[config.mk]
export PLATFORM = sky130hd
export DESIGN_NAME = tlat_cmp
export DESIGN_NICKNAME = d
export VERILOG_FILES = /design/src/tlat_pkg.sv /design/src/tlat_cmp.sv
export SDC_FILE = /design/constraint.sdc
export NUM_CORES = 1
export LEC_CHECK = 0
export BUFFER_PORTS_ARGS = -buffer_cell sky130_fd_sc_hd__buf_2
export CAP_MARGIN = 20
export CORE_UTILIZATION = 29
export DETAILED_ROUTE_END_ITERATION = 10
export GPL_TIMING_DRIVEN = 0
export PLACE_DENSITY = 0.89
export SYNTH_ARGS = -nofsm -noshare
export SYNTH_HDL_FRONTEND = slang
export SYNTH_SLANG_ARGS = --single-unit
[constraint.sdc]
create_clock -name vclk -period 2.75
set_clock_uncertainty 0.05 [all_clocks]
set_input_delay 0.275 -clock vclk [all_inputs]
set_output_delay 0.275 -clock vclk [all_outputs]
set_load 0.05 [all_outputs]
[src/tlat_pkg.sv]
// Package for the two-level address translator: sizes, function codes,
// payload structs and the table entry types. Used by every module in src.
package tlat_pkg;

  localparam int DIR_DEPTH = 256;
  localparam int PT_DEPTH  = 1024;

  localparam int DIR_AW = (DIR_DEPTH > 1) ? $clog2(DIR_DEPTH) : 1;
  localparam int PT_AW  = (PT_DEPTH > 1) ? $clog2(PT_DEPTH) : 1;
  localparam int DIR_CW = $clog2(DIR_DEPTH + 1);
  localparam int PT_CW  = $clog2(PT_DEPTH + 1);
  localparam int SCAN_W = (DIR_CW > PT_CW) ? DIR_CW : PT_CW;

  localparam int PID_W   = 16;
  localparam int IDX_W   = 10;
  localparam int ADDR_W  = 32;
  localparam int FRAME_W = 20;
  localparam int OFF_W   = 12;

  // Virtual address split: directory index, table index, page offset.
  localparam int VA_DI_LSB = 22;
  localparam int VA_TI_LSB = 12;

  localparam logic [1:0] FUNC_LOAD_DIR  = 2'd0;
  localparam logic [1:0] FUNC_LOAD_PT   = 2'd1;
  localparam logic [1:0] FUNC_TRANSLATE = 2'd2;

  typedef struct packed {
    logic [1:0]        func;
    logic [PID_W-1:0]  pid;
    logic [IDX_W-1:0]  dir_index;
    logic              entry_valid;
    logic [ADDR_W-1:0] table_addr;
    logic [IDX_W-1:0]  pt_index;
    logic [ADDR_W-1:0] frame_addr;
    logic [ADDR_W-1:0] virt_addr;
  } tlat_in_t;

  typedef struct packed {
    logic [ADDR_W-1:0] phys_addr;
    logic              mapped;
  } tlat_out_t;

  // Search key as seen by the shared compare unit.
  typedef struct packed {
    logic              valid;
    logic [PID_W-1:0]  pid;
    logic [IDX_W-1:0]  idx;
    logic [ADDR_W-1:0] tbl;
  } tlat_key_t;

  typedef struct packed {
    logic [PID_W-1:0]  pid;
    logic [IDX_W-1:0]  idx;
    logic              valid;
    logic [ADDR_W-1:0] tbl;
  } tlat_dir_ent_t;

  typedef struct packed {
    logic [PID_W-1:0]   pid;
    logic [ADDR_W-1:0]  tbl;
    logic [IDX_W-1:0]   idx;
    logic               valid;
    logic [FRAME_W-1:0] frame;
  } tlat_pt_ent_t;

  // Write and read strobes from the sequencer to the table store.
  typedef struct packed {
    logic dir_we;
    logic dir_re;
    logic pt_we;
    logic pt_re;
  } tlat_mem_ctl_t;

endpackage

[src/tlat_cmp.sv]
// Shared key compare unit used by both the directory and the page-table scan.
// Depends on tlat_pkg for the key type.
module tlat_cmp
  import tlat_pkg::*;
(
  input  tlat_key_t ent,
  input  tlat_key_t req,
  input  logic      use_tbl,
  output logic      hit
);

  // The table address only takes part in the page-table search.
  assign hit = req.valid && ent.valid && (ent.pid == req.pid) && (ent.idx == req.idx) &&
               (!use_tbl || (ent.tbl == req.tbl));

endmodule

======== Word-level counts from Yosys, hierarchy flattened ========
Index checks and enable logic that the tools add are counted.
word-level totals
  input bits .............................. 119
  word-level logic and storage cells ...... 9
  register bits ........................... 0
operators by class
  reduce and logical (&&, ||, !) cells .... 6
  equality and inequality tests ........... 3
operator list
  kind               count
  == test 32 bit     1
  == test 16 bit     1
  == test 10 bit     1
  logical AND 1 bit  4
  zero test 1 bit    1
  logical OR 1 bit   1

======== Logic depth before layout (Yosys ltp) ========
Gate-level depths: netlist of the first run.
  depth in word-level cells ............... 4
  depth in mapped cells ................... 5
  depth with buffers taken out ............ 5

======== Least setup slack after synthesis of the first run ========
OpenSTA, ideal clock, no wires.
  path kind ............................... input port to output port
  start ................................... input req[0] in the netlist's numbering
  end ..................................... output hit
  arrival time ............................ 1.594 ns
  path buffers ............................ 0
  path slack .............................. 0.831 ns
  stages on the path ...................... 5
  data required time ...................... 2.425 ns
  path through ............................ xnor2_1 -> nand4_1 -> nor4_1 -> nand2_1 -> a211oi_2
on the way
  word-level cells in the longest chain between the ends .. 3
ends and longest elaborated chain
  what               line            source
  from (decl)        tlat_cmp.sv:7   input tlat_key_t req,
  == test 32 bit     tlat_cmp.sv:14  (!use_tbl || (ent.tbl == req.tbl));
  logical OR 1 bit   tlat_cmp.sv:14
  logical AND 1 bit  tlat_cmp.sv:13  assign hit = req.valid && ent.valid && (ent.pid == req.pid) && (ent.idx == req.idx) &&
  to (decl)          tlat_cmp.sv:9   output logic hit
Every way passes these cells.

======== Worst setup path after layout of the first run ========
  start ................................... input req[12] in the netlist's numbering
  end ..................................... output hit
The elaborated chain is that of the path after synthesis.

==> results of run 1 <==
metrics by stage:
stage / std cells / setup slack [ns] / total power [mW] / hold WS, ns / util [%]
after floorplan: 79 / 0.831 / 0.0741 / 0.677 / -
after global placement: 226 / 0.807 / 0.172 / 0.835 / 63.1
after detailed placement: 226 / 0.760 / 0.176 / 0.845 / 63.1
after CTS: 226 / 0.751 / 0.177 / 0.845 / 63.1
after global routing: 226 / 0.690 / 0.193 / 0.849 / 63.1
final: 226 / 0.808 / 0.175 / 0.839 / 63.1
critical path, delay by kind of cell:
family | cells | cell delay (ns)
compound gates | 1 | 0.22
xor+xnor | 1 | 0.17
buf+inv | 2 | 0.40
simple gates | 3 | 0.55
cells in the mapped netlist:
cell	number	area (µm²)
xor2_1	18	158
nand2_1	1	3.75
nand3_1	1	5.00
a211oi_2	1	12.5
xnor2_1	40	350
nor4_1	7	43.8
nand4_1	11	68.8
layer usage:
metal / wire length, µm / GRT usage (%) / share of wire [%] / up-vias
met1: 700 / 15.7 / 34 / 392
met2: 1110 / 36.1 / 54 / 69
met5: 0 / 0 / 0 / -
met4: 19 / 1.47 / 0.91 / 0
li1: - / - / - / 516
met3: 244 / 2.80 / 12 / 2
cell families after synthesis:
family,count (synthesis)
xor+xnor,58
simple gates,20
compound gates,1
cell type report:
cell class                 instances  area [µm²]  area share (%)
timing repair buffer             120         601            47.1
multi-input combinational         79         642            50.3
tap                               27        33.8            2.65
worst min path at each step:
| stage | start | endpoint | slack [ns] | cells past startpoint |
|---|---|---|---|---|
| 2_1_floorplan | use_tbl | hit | 0.68 | 1 |
| 3_3_place_gp | use_tbl | hit | 0.84 | 3 |
| 3_5_place_dp | use_tbl | hit | 0.84 | 3 |
| 4_1_cts | use_tbl | hit | 0.84 | 3 |
| 5_1_grt | use_tbl | hit | 0.85 | 3 |
| 6_report | use_tbl | hit | 0.84 | 3 |
power by group through the flow:
| stage | Combinational (mW) | Clock (mW) | Sequential (mW) |
|---|---|---|---|
| after CTS | 0.177 | 0 | 0 |
| final | 0.175 | 0 | 0 |
| after global routing | 0.193 | 0 | 0 |
| after detailed placement | 0.176 | 0 | 0 |
| after floorplan | 0.0741 | 0 | 0 |
| after global placement | 0.172 | 0 | 0 |
==> metrics.md, run 1 <==
| Metric | Value |
|---|---|
| Synth Area in Simple Gates | `18.9%` |
| Mux cell area share after synthesis | `0%` |
| Worst setup path start | `req[12]` |
| # hold bufs at CTS | `0` |
| Max Cap Viol | `0` |
| Gr usage total | `16.4%` |
| WL/cell | `9.20 µm` |
| RSZ-0062 raised after global routing | `no` |
| GRT overflow | `0` |
| Max Slew Vio Count | `0` |
| Setup violators final | `0` |
| Min Tclk post-route | `1.94 ns` |
| Commonest non-fill, non-tap cell in the layout | `buf_2` |
| Initial antenna violation count | `0` |
| Most frequent CP cell | `buf_2` |
| RD Place Congestion | `0.713` |
| Adder-Cell Fraction of Synth Area | `0%` |
| Net Count, Synth | `198` |
| XOR/XNOR share of the synthesized area | `79.1%` |
| Die ar. | `2410 µm²` |
| Mapped Cells | `79` |
| HP Class | `primary input to output pin` |
| DR iter-0 viols | `4` |
| P_int | `0.112 mW` |
| Inserted Diodes | `0` |
| Die height | `49.0 µm` |
| Sequential share of power | `0%` |
| Clk pwr share | `0%` |
| Post-CTS Setup Bufs | `0` |
| Crit Path Class | `primary input to output pin` |
| Largest family of logic cells by synthesized area | `XOR/XNOR gates` |
| Tightest Pin Transition | `0.272 ns` |
| Vias | `979` |
| Critical Path Sink Type | `output pin` |
| Yosys warns | `0` |
| Switch Pwr | `0.0628 mW` |
| Seq/Total Area, Yosys | `0%` |
| Synth Area per Inst | `8.12 µm²` |
| CP max FO | `1` |
| Logic pwr share | `100.0%` |
| First-pass GRT wire length | `3280 µm` |
| WL final | `2080 µm` |
| # rows | `16` |
| FF+latch area | `0 µm²` |
| # resized after CTS | `0` |
| Final setup TNS | `0 ns` |
| Port buffer count | `120` |
| Share of cells above drive strength 1 | `60.8%` |
| Most frequent cells in the layout | `buf_2 (120), xnor2_1 (40), xor2_1 (18), nand4_1 (11), nor4_1 (7)` |
| Outcome | `finished clean` |
| Slew HR | `81.7%` |
| Netlist cell types | `7` |
| DP HPWL | `2010 µm` |
| P&R area growth vs syn | `98.8%` |
| Worst vdd ir | `0.0000832 V` |
| DR vias/cell | `4.33` |
| Largest net degree at the start of global routing | `2` |
| Worst endpoint required time | `2.42 ns` |
| Pwr Density | `137 nW/µm²` |
| Final Hold Fails | `0` |
| Seq_cells | `0` |
| Starting Density | `31.7%` |
| Die W | `49.0 µm` |
| Antenna-violating nets left | `0` |
| Compound-Gate Fraction of Synth Area | `1.95%` |
| IO Pins | `120` |
| Critical-path cell list | `buf_2, xnor2_1, nand4_1, nor4_1, nand2_1, a211oi_2, buf_2` |
| Final #Nets | `320` |
| Clkbuf count | `0` |
| LEAKAGE | `0.642 nW` |
| Post-route cell area | `1280 µm²` |
| DR DRC count | `0` |
| Final period util | `70.6%` |
| Critical Path Sink | `hit` |
| Maximum clock frequency | `515 MHz` |
| Drt pass-1 iters | `3` |
| Max incr delay on CP | `0.32 ns` |
| Core outline area | `2020 µm²` |
| Switching share of power | `35.9%` |
| Placed cell areas | `1280 µm²` |
| Vias in the first global route | `914` |
| Slowest-stage cell, CP | `nor4_1` |
| WP data arrival | `1.62 ns` |
| Startpoint types | `primary input` |
| Synthesized area | `642 µm²` |
| Fill cells | `183` |
Note: power is estimated with default switching activity, not from simulation.
==> run 2: changes to the inputs <==
Settings changed: CORE_UTILIZATION 29 to 25, PLACE_DENSITY 0.89 to 0.81.
Clock period 2.75 ns to 1.6 ns, I/O delays scaled along.
==> run 2 against run 1 <==
Compared with the run above: clock-buffer cell count is the same; cell count grew 0.44%; non-clock buffer count is the same; cell area grew 9.3%; utilization shrank 2.9 points; global-route usage shrank 2.2 points; the run now ends with negative setup slack left; power grew 89%; sequential cell count is the same; first-iteration DRC count grew 25%; via count grew 4.0%.
==> metrics.md, run 2 (same netlist as run 1, synthesis figures left out) <==
| Metric | Value |
|---|---|
| Outcome | `finished with violations` |
| Failing checks | `negative setup slack` |
| Vias in the first global route | `861` |
| Setup violators final | `1` |
| Clkbuf count | `0` |
| Gr usage total | `14.3%` |
| Max Slew Vio Count | `0` |
| Slew HR | `81.0%` |
| Final #Nets | `320` |
| Starting Density | `27.7%` |
| RSZ-0062 raised after global routing | `yes` |
| Tightest Pin Transition | `0.283 ns` |
| Max incr delay on CP | `0.30 ns` |
| Seq_cells | `0` |
| Share of cells above drive strength 1 | `65.8%` |
| # rows | `17` |
| Core outline area | `2320 µm²` |
| Sequential share of power | `0%` |
| CP Buf/Inv Count | `2` |
| Final period util | `101%` |
| DR iter-0 viols | `5` |
| GRT overflow | `0` |
| Switching share of power | `35.8%` |
| Maximum clock frequency | `616 MHz` |
| Startpoint types | `primary input` |
| Crit Path Class | `primary input to output pin` |
| Critical Path Sink Type | `output pin` |
| Final setup TNS | `-0.0226 ns` |
| Drt pass-1 iters | `2` |
| Die W | `52.7 µm` |
| RD Place Congestion | `0.724` |
| Inserted Diodes | `0` |
| DR DRC count | `0` |
| IO Pins | `120` |
| Critical-path cell list | `buf_2, xnor2_2, nand4_1, nor4_2, nand2_1, a211oi_4, buf_6` |
| WL final | `2250 µm` |
| WP data arrival | `1.41 ns` |
| DP HPWL | `2060 µm` |
| Die ar. | `2770 µm²` |
| P&R area growth vs syn | `117%` |
| Most frequent cells in the layout | `buf_2 (114), xnor2_1 (32), xor2_1 (18), nand4_1 (11), xnor2_2 (8)` |
| Worst vdd ir | `0.000156 V` |
| Antenna-violating nets left | `0` |
| CP max FO | `1` |
| Vias | `1018` |
| Top Family by Delay on Critical Path | `simple AND/OR/NAND/NOR gates` |
| Post-route cell area | `1400 µm²` |
| Final worst setup slack | `-0.0226 ns` |
| FF+latch area | `0 µm²` |
| Switch Pwr | `0.119 mW` |
| Logic pwr share | `100.0%` |
| Commonest non-fill, non-tap cell in the layout | `buf_2` |
| Clk pwr share | `0%` |
| Finished Layout Cells | `227` |
| Largest net degree at the start of global routing | `2` |
| Placed cell areas | `1280 µm²` |
| Final core utilization | `60.2%` |
| WL/cell | `9.91 µm` |
| LEAKAGE | `0.699 nW` |
| Max Cap Viol | `0` |
| Port buffer count | `120` |
| P_int | `0.213 mW` |
| Final Hold Fails | `0` |
| Placed Instances | `227` |
| First-pass GRT wire length | `3070 µm` |
| DR vias/cell | `4.48` |
| Fill cells | `216` |
| Worst endpoint required time | `1.39 ns` |
| Die height | `52.7 µm` |
| HP Class | `primary input to output pin` |
| Slowest-stage cell, CP | `nor4_2` |
| Pwr Density | `238 nW/µm²` |
| Post-CTS Setup Bufs | `0` |
| Min Tclk post-route | `1.62 ns` |
| Initial antenna violation count | `0` |
run 2: area by class of cell:
class                           count  area (µm²)  area share (%)
Multi-Input combinational cell     79         722            51.7
Timing Repair Buffer              120         638            45.7
Tap cell                           28        35.0            2.51
run 2: through the flow:
step / worst slack [ns] / hold WS [ns] / power [mW]
2_1_floorplan: 0.0672 / 0.374 / 0.127
3_3_place_gp: -0.174 / 0.620 / 0.299
3_5_place_dp: -0.185 / 0.624 / 0.304
4_1_cts: 0.00193 / 0.578 / 0.311
5_1_grt: -0.0998 / 0.580 / 0.365
6_report: -0.0226 / 0.576 / 0.332
run 2: power by group through the flow:
stage	logic [mW]	clock network, mW	registers [mW]
global route	0.365	0	0
floorplan	0.127	0	0
detailed placement	0.304	0	0
CTS	0.311	0	0
finish	0.332	0	0
global placement	0.299	0	0
run 2: path summary, 6_finish.rpt:
path | start | end | slack, ns | depth (start not counted)
setup / recovery | req[2] | hit | -0.02 | 7
hold / removal | use_tbl | hit | 0.58 | 3
run 2: timing repair:
item / CTS / global route
resized for setup: 6 / 11
pin swaps: 7 / 3
hold buffers: 0 / 0
endpoints found under the setup margin: 1 / 1
hold endpoints to repair: 0 / 0
run 2: routing by layer:
| layer | up-vias | part of all wire (%) | GRT usage, % |
|---|---|---|---|
| met3 | 2 | 14 | 2.03 |
| met2 | 71 | 58 | 33.5 |
| met4 | 0 | 0.62 | 1.32 |
| met5 | - | 0 | 0 |
| met1 | 430 | 28 | 12.0 |
| li1 | 515 | - | - |
run 2: tightest hold or removal path: stages:
cell	delay [ns]
buf_2	0.10
a211oi_4	0.06
buf_6	0.15
